===== src/hw/rtl/c8alu_pkg.sv =====
// shared types and codes for the eight-bit flag alu
package c8alu_pkg;

    localparam int DATA_W  = 8;
    localparam int KIND_W  = 5;
    localparam int BIDX_W  = 3;
    localparam int FLAGS_W = 4;

    // flag bit positions
    localparam int FLAG_Z = 3;
    localparam int FLAG_N = 2;
    localparam int FLAG_H = 1;
    localparam int FLAG_C = 0;

    typedef enum logic [KIND_W-1:0] {
        OP_ADD  = 5'd0,
        OP_ADC  = 5'd1,
        OP_SUB  = 5'd2,
        OP_SBC  = 5'd3,
        OP_AND  = 5'd4,
        OP_XOR  = 5'd5,
        OP_OR   = 5'd6,
        OP_CP   = 5'd7,
        OP_INC  = 5'd8,
        OP_DEC  = 5'd9,
        OP_RLCA = 5'd10,
        OP_RRCA = 5'd11,
        OP_RLA  = 5'd12,
        OP_RRA  = 5'd13,
        OP_RLC  = 5'd14,
        OP_RRC  = 5'd15,
        OP_RL   = 5'd16,
        OP_RR   = 5'd17,
        OP_SLA  = 5'd18,
        OP_SRA  = 5'd19,
        OP_SRL  = 5'd20,
        OP_SWAP = 5'd21,
        OP_BIT  = 5'd22,
        OP_RES  = 5'd23,
        OP_SET  = 5'd24,
        OP_CPL  = 5'd25,
        OP_SCF  = 5'd26,
        OP_CCF  = 5'd27
    } t_alu_kind;

    typedef struct packed {
        logic [KIND_W-1:0]  kind;
        logic [DATA_W-1:0]  accumulator;
        logic [DATA_W-1:0]  operand;
        logic [BIDX_W-1:0]  bit_index;
        logic [FLAGS_W-1:0] flags_in;
    } t_op_item;

    typedef struct packed {
        logic [DATA_W-1:0]  result;
        logic [FLAGS_W-1:0] flags_out;
        logic               write_back;
    } t_res_item;

endpackage


===== src/hw/rtl/c8alu_if.sv =====
// valid/ready channels for alu operations and alu results
interface c8alu_op_if import c8alu_pkg::*; ();
    logic               valid;
    logic               ready;
    logic [KIND_W-1:0]  kind;
    logic [DATA_W-1:0]  accumulator;
    logic [DATA_W-1:0]  operand;
    logic [BIDX_W-1:0]  bit_index;
    logic [FLAGS_W-1:0] flags_in;

    modport source (
        output valid, kind, accumulator, operand, bit_index, flags_in,
        input  ready
    );
    modport sink (
        input  valid, kind, accumulator, operand, bit_index, flags_in,
        output ready
    );
endinterface

interface c8alu_res_if import c8alu_pkg::*; ();
    logic               valid;
    logic               ready;
    logic [DATA_W-1:0]  result;
    logic [FLAGS_W-1:0] flags_out;
    logic               write_back;

    modport source (
        output valid, result, flags_out, write_back,
        input  ready
    );
    modport sink (
        input  valid, result, flags_out, write_back,
        output ready
    );
endinterface


===== src/hw/rtl/c8alu_core.sv =====
// combinational datapath: result byte, flags and write-back for one item
module c8alu_core import c8alu_pkg::*; (
    input  t_op_item  i_item,
    output t_res_item o_res
);

    logic [DATA_W-1:0]  a;
    logic [DATA_W-1:0]  v;
    logic               cin;
    logic               zin;
    logic               cy;
    logic [DATA_W:0]    sum;
    logic [4:0]         sum_lo;
    logic [DATA_W:0]    diff;
    logic [4:0]         diff_lo;
    logic [DATA_W-1:0]  mask;
    logic [DATA_W-1:0]  r;
    logic               z;
    logic               n;
    logic               h;
    logic               c;
    logic               keep_flags;

    assign a    = i_item.accumulator;
    assign v    = i_item.operand;
    assign cin  = i_item.flags_in[FLAG_C];
    assign zin  = i_item.flags_in[FLAG_Z];
    assign mask = DATA_W'(8'h01 << i_item.bit_index);

    // carry-in only for the with-carry forms
    assign cy = cin & ((i_item.kind == OP_ADC) || (i_item.kind == OP_SBC));

    assign sum     = {1'b0, a} + {1'b0, v} + {{DATA_W{1'b0}}, cy};
    assign sum_lo  = {1'b0, a[3:0]} + {1'b0, v[3:0]} + {4'b0, cy};
    assign diff    = {1'b0, a} - {1'b0, v} - {{DATA_W{1'b0}}, cy};
    assign diff_lo = {1'b0, a[3:0]} - {1'b0, v[3:0]} - {4'b0, cy};

    always_comb begin
        r                = '0;
        z                = zin;
        n                = 1'b0;
        h                = 1'b0;
        c                = cin;
        keep_flags       = 1'b0;
        o_res.write_back = 1'b1;
        unique case (i_item.kind)
            OP_ADD, OP_ADC: begin
                r = sum[DATA_W-1:0];
                z = (r == '0);
                h = sum_lo[4];
                c = sum[DATA_W];
            end
            OP_SUB, OP_SBC, OP_CP: begin
                r = diff[DATA_W-1:0];
                z = (r == '0);
                n = 1'b1;
                h = diff_lo[4];
                c = diff[DATA_W];
                o_res.write_back = (i_item.kind != OP_CP);
            end
            OP_AND: begin
                r = a & v;
                z = (r == '0);
                h = 1'b1;
                c = 1'b0;
            end
            OP_XOR: begin
                r = a ^ v;
                z = (r == '0);
                c = 1'b0;
            end
            OP_OR: begin
                r = a | v;
                z = (r == '0);
                c = 1'b0;
            end
            OP_INC: begin
                r = v + 8'd1;
                z = (r == '0);
                h = (v[3:0] == 4'hF);
            end
            OP_DEC: begin
                r = v - 8'd1;
                z = (r == '0);
                n = 1'b1;
                h = (v[3:0] == 4'h0);
            end
            OP_RLCA: begin
                r = {a[6:0], a[7]};
                z = 1'b0;
                c = a[7];
            end
            OP_RRCA: begin
                r = {a[0], a[7:1]};
                z = 1'b0;
                c = a[0];
            end
            OP_RLA: begin
                r = {a[6:0], cin};
                z = 1'b0;
                c = a[7];
            end
            OP_RRA: begin
                r = {cin, a[7:1]};
                z = 1'b0;
                c = a[0];
            end
            OP_RLC: begin
                r = {v[6:0], v[7]};
                z = (r == '0);
                c = v[7];
            end
            OP_RRC: begin
                r = {v[0], v[7:1]};
                z = (r == '0);
                c = v[0];
            end
            OP_RL: begin
                r = {v[6:0], cin};
                z = (r == '0);
                c = v[7];
            end
            OP_RR: begin
                r = {cin, v[7:1]};
                z = (r == '0);
                c = v[0];
            end
            OP_SLA: begin
                r = {v[6:0], 1'b0};
                z = (r == '0);
                c = v[7];
            end
            OP_SRA: begin
                r = {v[7], v[7:1]};
                z = (r == '0);
                c = v[0];
            end
            OP_SRL: begin
                r = {1'b0, v[7:1]};
                z = (r == '0);
                c = v[0];
            end
            OP_SWAP: begin
                r = {v[3:0], v[7:4]};
                z = (r == '0);
                c = 1'b0;
            end
            OP_BIT: begin
                r = v;
                z = ((v & mask) == '0);
                h = 1'b1;
                o_res.write_back = 1'b0;
            end
            OP_RES: begin
                r          = v & ~mask;
                keep_flags = 1'b1;
            end
            OP_SET: begin
                r          = v | mask;
                keep_flags = 1'b1;
            end
            OP_CPL: begin
                r = ~a;
                n = 1'b1;
                h = 1'b1;
            end
            OP_SCF: begin
                r = a;
                c = 1'b1;
                o_res.write_back = 1'b0;
            end
            OP_CCF: begin
                r = a;
                c = ~cin;
                o_res.write_back = 1'b0;
            end
            default: begin
                // unassigned codes: zero result, flags pass through
                r                = '0;
                keep_flags       = 1'b1;
                o_res.write_back = 1'b0;
            end
        endcase
        o_res.result    = r;
        o_res.flags_out = keep_flags ? i_item.flags_in : {z, n, h, c};
    end

endmodule


===== src/hw/rtl/cpu_8bit_alu_with_flags.sv =====
// top level of the eight-bit flag alu: input register, datapath, result register
//
// Eight-bit accumulator alu with Z/N/H/C flags. Each item on i_op carries an
// operation kind, the accumulator, an operand byte, a bit index and the
// current flags; each item on o_res returns the result byte, the new flags
// and a write-back strobe (low for compare, bit test, scf, ccf and the
// unassigned kinds 28 to 31). Every operation item produces exactly one
// result item, in order. The block takes one item per clock cycle unless
// o_res stalls, and holds no architectural state. An item is captured in
// the input register, passes the single-level datapath and lands in the
// result register once that register is free or being drained; only then
// is its result offered on o_res. The two registers form a pipeline with
// stall propagation: i_op.ready stays high while the result register is
// free or being drained, so the sink seeing o_res.ready low is the only
// thing that stops the flow.
module cpu_8bit_alu_with_flags import c8alu_pkg::*; (
    input  logic         i_clk,
    input  logic         i_rst_n,
    c8alu_op_if.sink     i_op,
    c8alu_res_if.source  o_res
);

    // input stage
    logic      r_s1_valid;
    logic      n_s1_valid;
    t_op_item  r_s1;
    t_op_item  in_item;

    // result stage
    logic      r_out_valid;
    logic      n_out_valid;
    t_res_item r_out;
    t_res_item core_res;

    logic      in_fire;
    logic      s2_en;

    assign in_item = '{
        kind:        i_op.kind,
        accumulator: i_op.accumulator,
        operand:     i_op.operand,
        bit_index:   i_op.bit_index,
        flags_in:    i_op.flags_in
    };

    // result register can load when empty or drained this cycle
    assign s2_en      = !r_out_valid || o_res.ready;
    assign i_op.ready = !r_s1_valid || s2_en;
    assign in_fire    = i_op.valid && i_op.ready;

    assign n_s1_valid  = in_fire || (r_s1_valid && !s2_en);
    assign n_out_valid = s2_en ? r_s1_valid : r_out_valid;

    c8alu_core u_core (
        .i_item (r_s1),
        .o_res  (core_res)
    );

    // control state
    always_ff @(posedge i_clk) begin
        if (!i_rst_n) begin
            r_s1_valid  <= 1'b0;
            r_out_valid <= 1'b0;
        end else begin
            r_s1_valid  <= n_s1_valid;
            r_out_valid <= n_out_valid;
        end
    end

    // payload registers, no reset needed
    always_ff @(posedge i_clk) begin
        if (in_fire) begin
            r_s1 <= in_item;
        end
        if (s2_en && r_s1_valid) begin
            r_out <= core_res;
        end
    end

    assign o_res.valid      = r_out_valid;
    assign o_res.result     = r_out.result;
    assign o_res.flags_out  = r_out.flags_out;
    assign o_res.write_back = r_out.write_back;

`ifndef SYNTHESIS
    // an accepted item always occupies the input stage next cycle
    a_in_load: assert property (@(posedge i_clk) disable iff (!i_rst_n)
        in_fire |=> r_s1_valid)
        else $error("accepted item not captured in input stage");

    // a staged item moves to the result register when it is free
    a_s2_load: assert property (@(posedge i_clk) disable iff (!i_rst_n)
        r_s1_valid && s2_en |=> r_out_valid)
        else $error("staged item not moved to result register");

    // a stalled input stage keeps its item
    a_s1_hold: assert property (@(posedge i_clk) disable iff (!i_rst_n)
        r_s1_valid && !s2_en |=> r_s1_valid && $stable(r_s1))
        else $error("input stage lost its item under stall");

    // compare never writes back
    a_cp_nowb: assert property (@(posedge i_clk) disable iff (!i_rst_n)
        r_s1_valid && s2_en && (r_s1.kind == OP_CP) |=> !o_res.write_back)
        else $error("compare result flagged for write-back");
`endif

endmodule

===== src/flat_wrapper.sv =====
// flat-port wrapper written by rule: the top's interface ports become plain ports
module cpu_8bit_alu_with_flags_flat import c8alu_pkg::*;
  (i_clk, i_rst_n, i_op_valid, i_op_kind, i_op_accumulator, i_op_operand, i_op_bit_index, i_op_flags_in, i_op_ready, o_res_valid, o_res_result, o_res_flags_out, o_res_write_back, o_res_ready);
  c8alu_op_if i_op_i ();
  c8alu_res_if o_res_i ();
  input  logic i_clk;
  input  logic i_rst_n;
  input wire logic [$bits(i_op_i.valid)-1:0] i_op_valid;
  input wire logic [$bits(i_op_i.kind)-1:0] i_op_kind;
  input wire logic [$bits(i_op_i.accumulator)-1:0] i_op_accumulator;
  input wire logic [$bits(i_op_i.operand)-1:0] i_op_operand;
  input wire logic [$bits(i_op_i.bit_index)-1:0] i_op_bit_index;
  input wire logic [$bits(i_op_i.flags_in)-1:0] i_op_flags_in;
  output wire logic [$bits(i_op_i.ready)-1:0] i_op_ready;
  output wire logic [$bits(o_res_i.valid)-1:0] o_res_valid;
  output wire logic [$bits(o_res_i.result)-1:0] o_res_result;
  output wire logic [$bits(o_res_i.flags_out)-1:0] o_res_flags_out;
  output wire logic [$bits(o_res_i.write_back)-1:0] o_res_write_back;
  input wire logic [$bits(o_res_i.ready)-1:0] o_res_ready;
  assign i_op_i.valid = i_op_valid;
  assign i_op_i.kind = i_op_kind;
  assign i_op_i.accumulator = i_op_accumulator;
  assign i_op_i.operand = i_op_operand;
  assign i_op_i.bit_index = i_op_bit_index;
  assign i_op_i.flags_in = i_op_flags_in;
  assign i_op_ready = i_op_i.ready;
  assign o_res_valid = o_res_i.valid;
  assign o_res_result = o_res_i.result;
  assign o_res_flags_out = o_res_i.flags_out;
  assign o_res_write_back = o_res_i.write_back;
  assign o_res_i.ready = o_res_ready;
  cpu_8bit_alu_with_flags u_core (.i_clk(i_clk), .i_rst_n(i_rst_n), .i_op(i_op_i), .o_res(o_res_i));
endmodule

===== config.mk =====
export PLATFORM = sky130hd
export DESIGN_NAME = cpu_8bit_alu_with_flags_flat
export DESIGN_NICKNAME = d
export VERILOG_FILES = /design/src/hw/rtl/c8alu_pkg.sv /design/src/hw/rtl/c8alu_if.sv /design/src/hw/rtl/c8alu_core.sv /design/src/hw/rtl/cpu_8bit_alu_with_flags.sv /design/src/flat_wrapper.sv
export SDC_FILE = /design/constraint.sdc
export NUM_CORES = 1
export LEC_CHECK = 0
export BUFFER_PORTS_ARGS = -buffer_cell sky130_fd_sc_hd__buf_2
export CAP_MARGIN = 10
export CORE_AREA = 10 10 110 112
export CTS_BUF_LIST = sky130_fd_sc_hd__clkbuf_8
export DETAILED_ROUTE_END_ITERATION = 8
export DIE_AREA = 0 0 120 122
export MAX_ROUTING_LAYER = met4
export SLEW_MARGIN = 25
export SYNTH_ARGS = -nofsm -noshare
export SYNTH_HDL_FRONTEND = slang
export SYNTH_SLANG_ARGS = --single-unit

===== constraint.sdc =====
create_clock -name i_clk -period 6.5 [get_ports i_clk]
set_input_delay 0.65 -clock i_clk [delete_from_list [all_inputs] [get_ports i_clk]]
set_output_delay 0.65 -clock i_clk [all_outputs]
set_load 0.005 [all_outputs]

Word-level counts from Yosys, hierarchy flattened
Index checks and enable logic that the tools add are counted.

Register bits after elaboration: 43. Input bits: 32. Word-level logic and storage cells: 108.

Add/sub/neg operators: 10. Equal/unequal tests: 29. Shifts and indexed selects: 1. Mux-type cells: 7. Bitwise logic cells: 10. Reduce and logical (&&, ||, !) cells: 41.

Operators by type and width (count): one-hot mux 8 bit (24 select lines) (1); logical NOT 8 bit (14); == test 5 bit, second input constant (12); == test 5 x 4 -> 1 bit, second input constant (8); OR reduction 26 bit (1); bitwise AND 8 bit (3); OR reduction 22 bit (1); == test 5 x 3 -> 1 bit, second input constant (4); one-hot mux 1 bit (17 select lines) (1); inverter 8 bit (2); OR 8 bit (2); logical NOT 7 bit (2); OR reduction 4 bit (3); == test 5 x 2 -> 1 bit, second input constant (2); adder 8 x 8 -> 9 bit (1); adder 9 x 1 -> 9 bit (1); one-hot mux 1 bit (9 select lines) (1); OR reduction 3 bit (3); subtractor 8 x 8 -> 9 bit (1); subtractor 9 x 1 -> 9 bit (1); adder 8 x 1 -> 8 bit, second input constant (1); OR reduction 2 bit (4); left shift 1 x 3 -> 8 bit, first input constant (1); subtractor 8 x 1 -> 8 bit, second input constant (1); 20 further kinds (27).

Longest topological paths before layout
Word-level depth: 7. Gate-level depth with buffers: 15.

Cells and area by module
Synthesis repeated with hierarchy kept, for this count alone.

Cell total of the unflattened synthesis: 533. Area, all modules: 4599.4 µm².

Modules (own cells, without submodules): c8alu_core (instances 1, cells an instance 483, area an instance 3264.4 µm², seq. area each 0.0 µm²); cpu_8bit_alu_with_flags (instances 1, cells an instance 50, area an instance 1335.0 µm², seq. area each 1271.2 µm²).

Worst setup path before layout
Ideal clock, no wire load.

Path type: reg-to-reg. Start: register u_core.r_s1[26] in the netlist's numbering. End: register u_core.r_out (netlist bit u_core.o_res.flags_out[3]), data pin. Library setup time: 0.135 ns. Arrival: 3.662 ns. Data required time: 6.365 ns. Path slack: 2.703 ns. Cell stages (with the launch flop): 14. Buffers on the path: 3. Clock period less this slack: 3.797 ns. Cells stage by stage: edfxtp_1 -> buf_2 -> buf_2 -> buf_1 -> nor2_1 -> nand4_1 -> fa_1 -> fa_1 -> o21ai_0 -> nor2b_1 -> xor2_1 -> or3b_1 -> or4_1 -> nand3_1.

RTL lines: start: declaration (line cpu_8bit_alu_with_flags.sv:26) `t_op_item r_s1;`; start signal: assignment (line cpu_8bit_alu_with_flags.sv:73) `r_s1 <= in_item;`; end signal: assignment (line cpu_8bit_alu_with_flags.sv:76) `r_out <= core_res;`; end: declaration (line cpu_8bit_alu_with_flags.sv:32) `t_res_item r_out;`.

==> metrics.md <==
| Metric | Value |
|---|---|
| Status | complete, no violations |
| Die area | 0.0146 mm^2 |
| CORE AREA | 0.0100 mm^2 |
| Synthesis-to-finish area growth | 9.99% |
| Number of flops mapped to enable cells by yosys | 41 |
| Routed wire length per instance | 22.7 um |
| Final Slew Violations | 0 |
| First-pass GRT wire length | 24000 um |
| Async set-or-reset flop fraction in the synthesized netlist | 0 |
| Largest net degree at the start of global routing | 35 |
| I/O pins | 47 |
| Prevailing post-synth register cell | edfxtp_1 |
| RSZ-0062 raised after global routing | no |
| DRC viols | 0 |
| Leakage Power | 1.85 nW |
| Hold Vio Cnt, Final | 0 |
| R2R Setup Slk | 2.57 ns |
| Critical Path Start Type | flop |
| Share of layout cells above drive strength 1 | 0.138 |
| H-tree Lvls | 2 |
| Setup TNS Final | 0 ns |
| Final setup vio count | 0 |
| Synth Net Count | 580 |
| Overall routed net length | 15300 um |
| Synth Instances | 509 |
| Mean post-synth cell area | 8.59 um^2 |
| GRT Util Overall | 0.212 |
| Max incr delay on CP | 0.88 ns |
| Fmax | 255 MHz |
| DPL Wire Length | 11300 um |
| CTS buffer count | 5 |
| Combinational power share | 0.303 |
| Total power | 0.819 mW |
| Switching Share | 0.345 |
| CTS tree | yes |
| CTS root buffer | clkbuf_8 |
| Register bit total from synthesis | 43 |
| First DRT Iteration DRCs | 497 |
| Psw | 0.282 mW |
| Crit path top cell by count | fa_1 |
| Starting Density | 0.435 |
| Die Wd | 120 um |
| Clk_lat worst skew | 0.31 ns |
| Vias in the first global route | 4237 |
| Part of the cycle the worst path needs | 0.604 |
| Unique masters post-synth | 69 |
| Clk slew on worst S/H paths | 0.09 ns |
| Actual slew at the worst max-slew pin | 1.05 ns |
| Gpl congestion | 0.969 |
| Power Dens Cells | 170 mW/mm^2 |
| Clk sinks | 43 |
| Worst VDD drop | 0.0723 mV |
| Critical Path End Type | flop |
| CP max-delay cell | edfxtp_1 |
| Worst Hold Class | in2reg |
| Fin nets | 608 |
| Cell Rows | 37 |
| Internal | 0.537 mW |
| Pre-antenna DRT Iters | 6 |
| Die Ht | 122 um |
| Postcts setup bufs | 0 |
| Post-CTS resize count | 0 |
| Buffers & Inverters on Critical Path | 1 |
| Hold Buf Count CTS | 0 |
| Crit Path Category | reg2reg |
| Clock Path Buffers | 2 |
| Grt total ovfl | 0 |
| Cell family with most CP delay | simple AND/OR/NAND/NOR gates |
| WP data arrival | 4.10 ns |
| Max_slew headroom | 0.294 |
| I/O Buffers | 46 |
| CP required | 6.67 ns |
| Routed Antenna Nets | 0 |
| Mapped Area | 0.00437 mm^2 |
| Seq pwr share | 0.436 |
| Min Tclk post-route | 3.93 ns |
| Max-cap violations | 0 |
| Synth Warn # | 0 |
| Vias | 4400 |
| Ant diodes | 0 |
| Routed vias/inst | 6.53 |
| CP max FO | 20 |
| Worst Skew | 0.00811 ns |
| Antenna violations before repair | 0 |
| Critical-path cell list | inv_1 -> fa_1 -> fa_1 -> o21ai_0 -> nor2b_1 -> xor2_1 -> or3b_1 -> or4_1 -> nand3_1 |
| Seq/Total Area, Yosys | 0.291 |
| Clock Power Share | 0.261 |
## per-stage QoR
stage	hold WS [ns]	setup WS, ns	utilization	area (um^2)	std cells
after floorplan	0.477	2.70	-	4370	509
after global placement	0.496	2.78	0.467	4690	666
after detailed placement	0.517	2.68	0.468	4700	666
after CTS	0.501	2.63	0.479	4810	674
after global routing	0.503	2.36	0.479	4810	674
final	0.510	2.57	0.479	4810	674
## layer usage
metal | GRT usage | wire, um | vias to the layer above
li1 | - | - | 2000
met5 | - | 0 | -
met4 | 0.0814 | 530 | 0
met3 | 0.0555 | 1390 | 49
met2 | 0.327 | 7020 | 259
met1 | 0.260 | 6350 | 2092
## synth_stat cells (9+ instances only)
cell type / n / share of area
nand2_1: 36 / 0.031
o22ai_1: 13 / 0.019
edfxtp_1: 41 / 0.28
o21ai_0: 27 / 0.031
a21oi_1: 19 / 0.022
buf_2: 12 / 0.014
nor2b_1: 9 / 0.013
clkbuf_1: 17 / 0.015
nand3_1: 17 / 0.019
nand4_1: 12 / 0.017
xnor2_1: 16 / 0.032
nor3_1: 20 / 0.023
ha_1: 35 / 0.10
a221oi_1: 10 / 0.020
nor2_1: 36 / 0.031
inv_1: 32 / 0.027
## flip-flops by register name, summed over array words and instances, names as in the netlist
signal and flops:
u_core.r_s1_valid 1, u_core.o_res.valid 1, u_core.o_res.flags_out 4, u_core.r_s1 28
u_core.o_res.write_back 1, u_core.o_res.result 8
## path summary, 6_finish.rpt
path                                   startpoint                         to  depth (start not counted)
worst min-delay path            i_op_bit_index[0]             u_core.r_s1[4]                          1
worst min register to register  u_core.r_s1_valid         u_core.o_res.valid                          1
worst max-delay path               u_core.r_s1[7]  u_core.o_res.flags_out[3]                          9
worst max register to register     u_core.r_s1[7]  u_core.o_res.flags_out[3]                          9
## logic make-up (layout without fill, tap and decap cells)
family / after synthesis / count (layout) / share of synthesized area
xor+xnor: 23 / 23 / 0.0461
buf+inv: 65 / 94 / 0.0593
simple gates: 187 / 187 / 0.233
flops: 43 / 43 / 0.291
mux: 7 / 7 / 0.0163
fa+ha+maj: 39 / 39 / 0.119
compound gates: 145 / 145 / 0.236
## power by group through the flow
| stage | Sequential (mW) | Combinational (mW) | Clock [mW] |
|---|---|---|---|
| after CTS | 0.356 | 0.243 | 0.221 |
| after global routing | 0.360 | 0.272 | 0.231 |
| after global placement | 0.362 | 0.240 | 0 |
| after floorplan | 0.344 | 0.178 | 0 |
| after detailed placement | 0.362 | 0.241 | 0 |
| final | 0.357 | 0.248 | 0.214 |
## cell type report
type	count	area [um^2]
fillers	985	5240
multi-input cells	401	2850
flip-flops and latches	43	1270
repair buffers	54	290
well taps	136	170
inverters	32	120
clock buffers	5	68.8
clock inverters	3	38.8
## placed cells by master (no fill, tap or decap), types with 16 or more instances in the layout
master / instances
buf_2: 46
inv_1: 32
xnor2_1: 16
a21oi_1: 19
nand2_1: 36
o21ai_0: 27
edfxtp_1: 41
nor3_1: 19
ha_1: 35
nand3_1: 17
nor2_1: 36
Power figures use the tool's default switching activity.
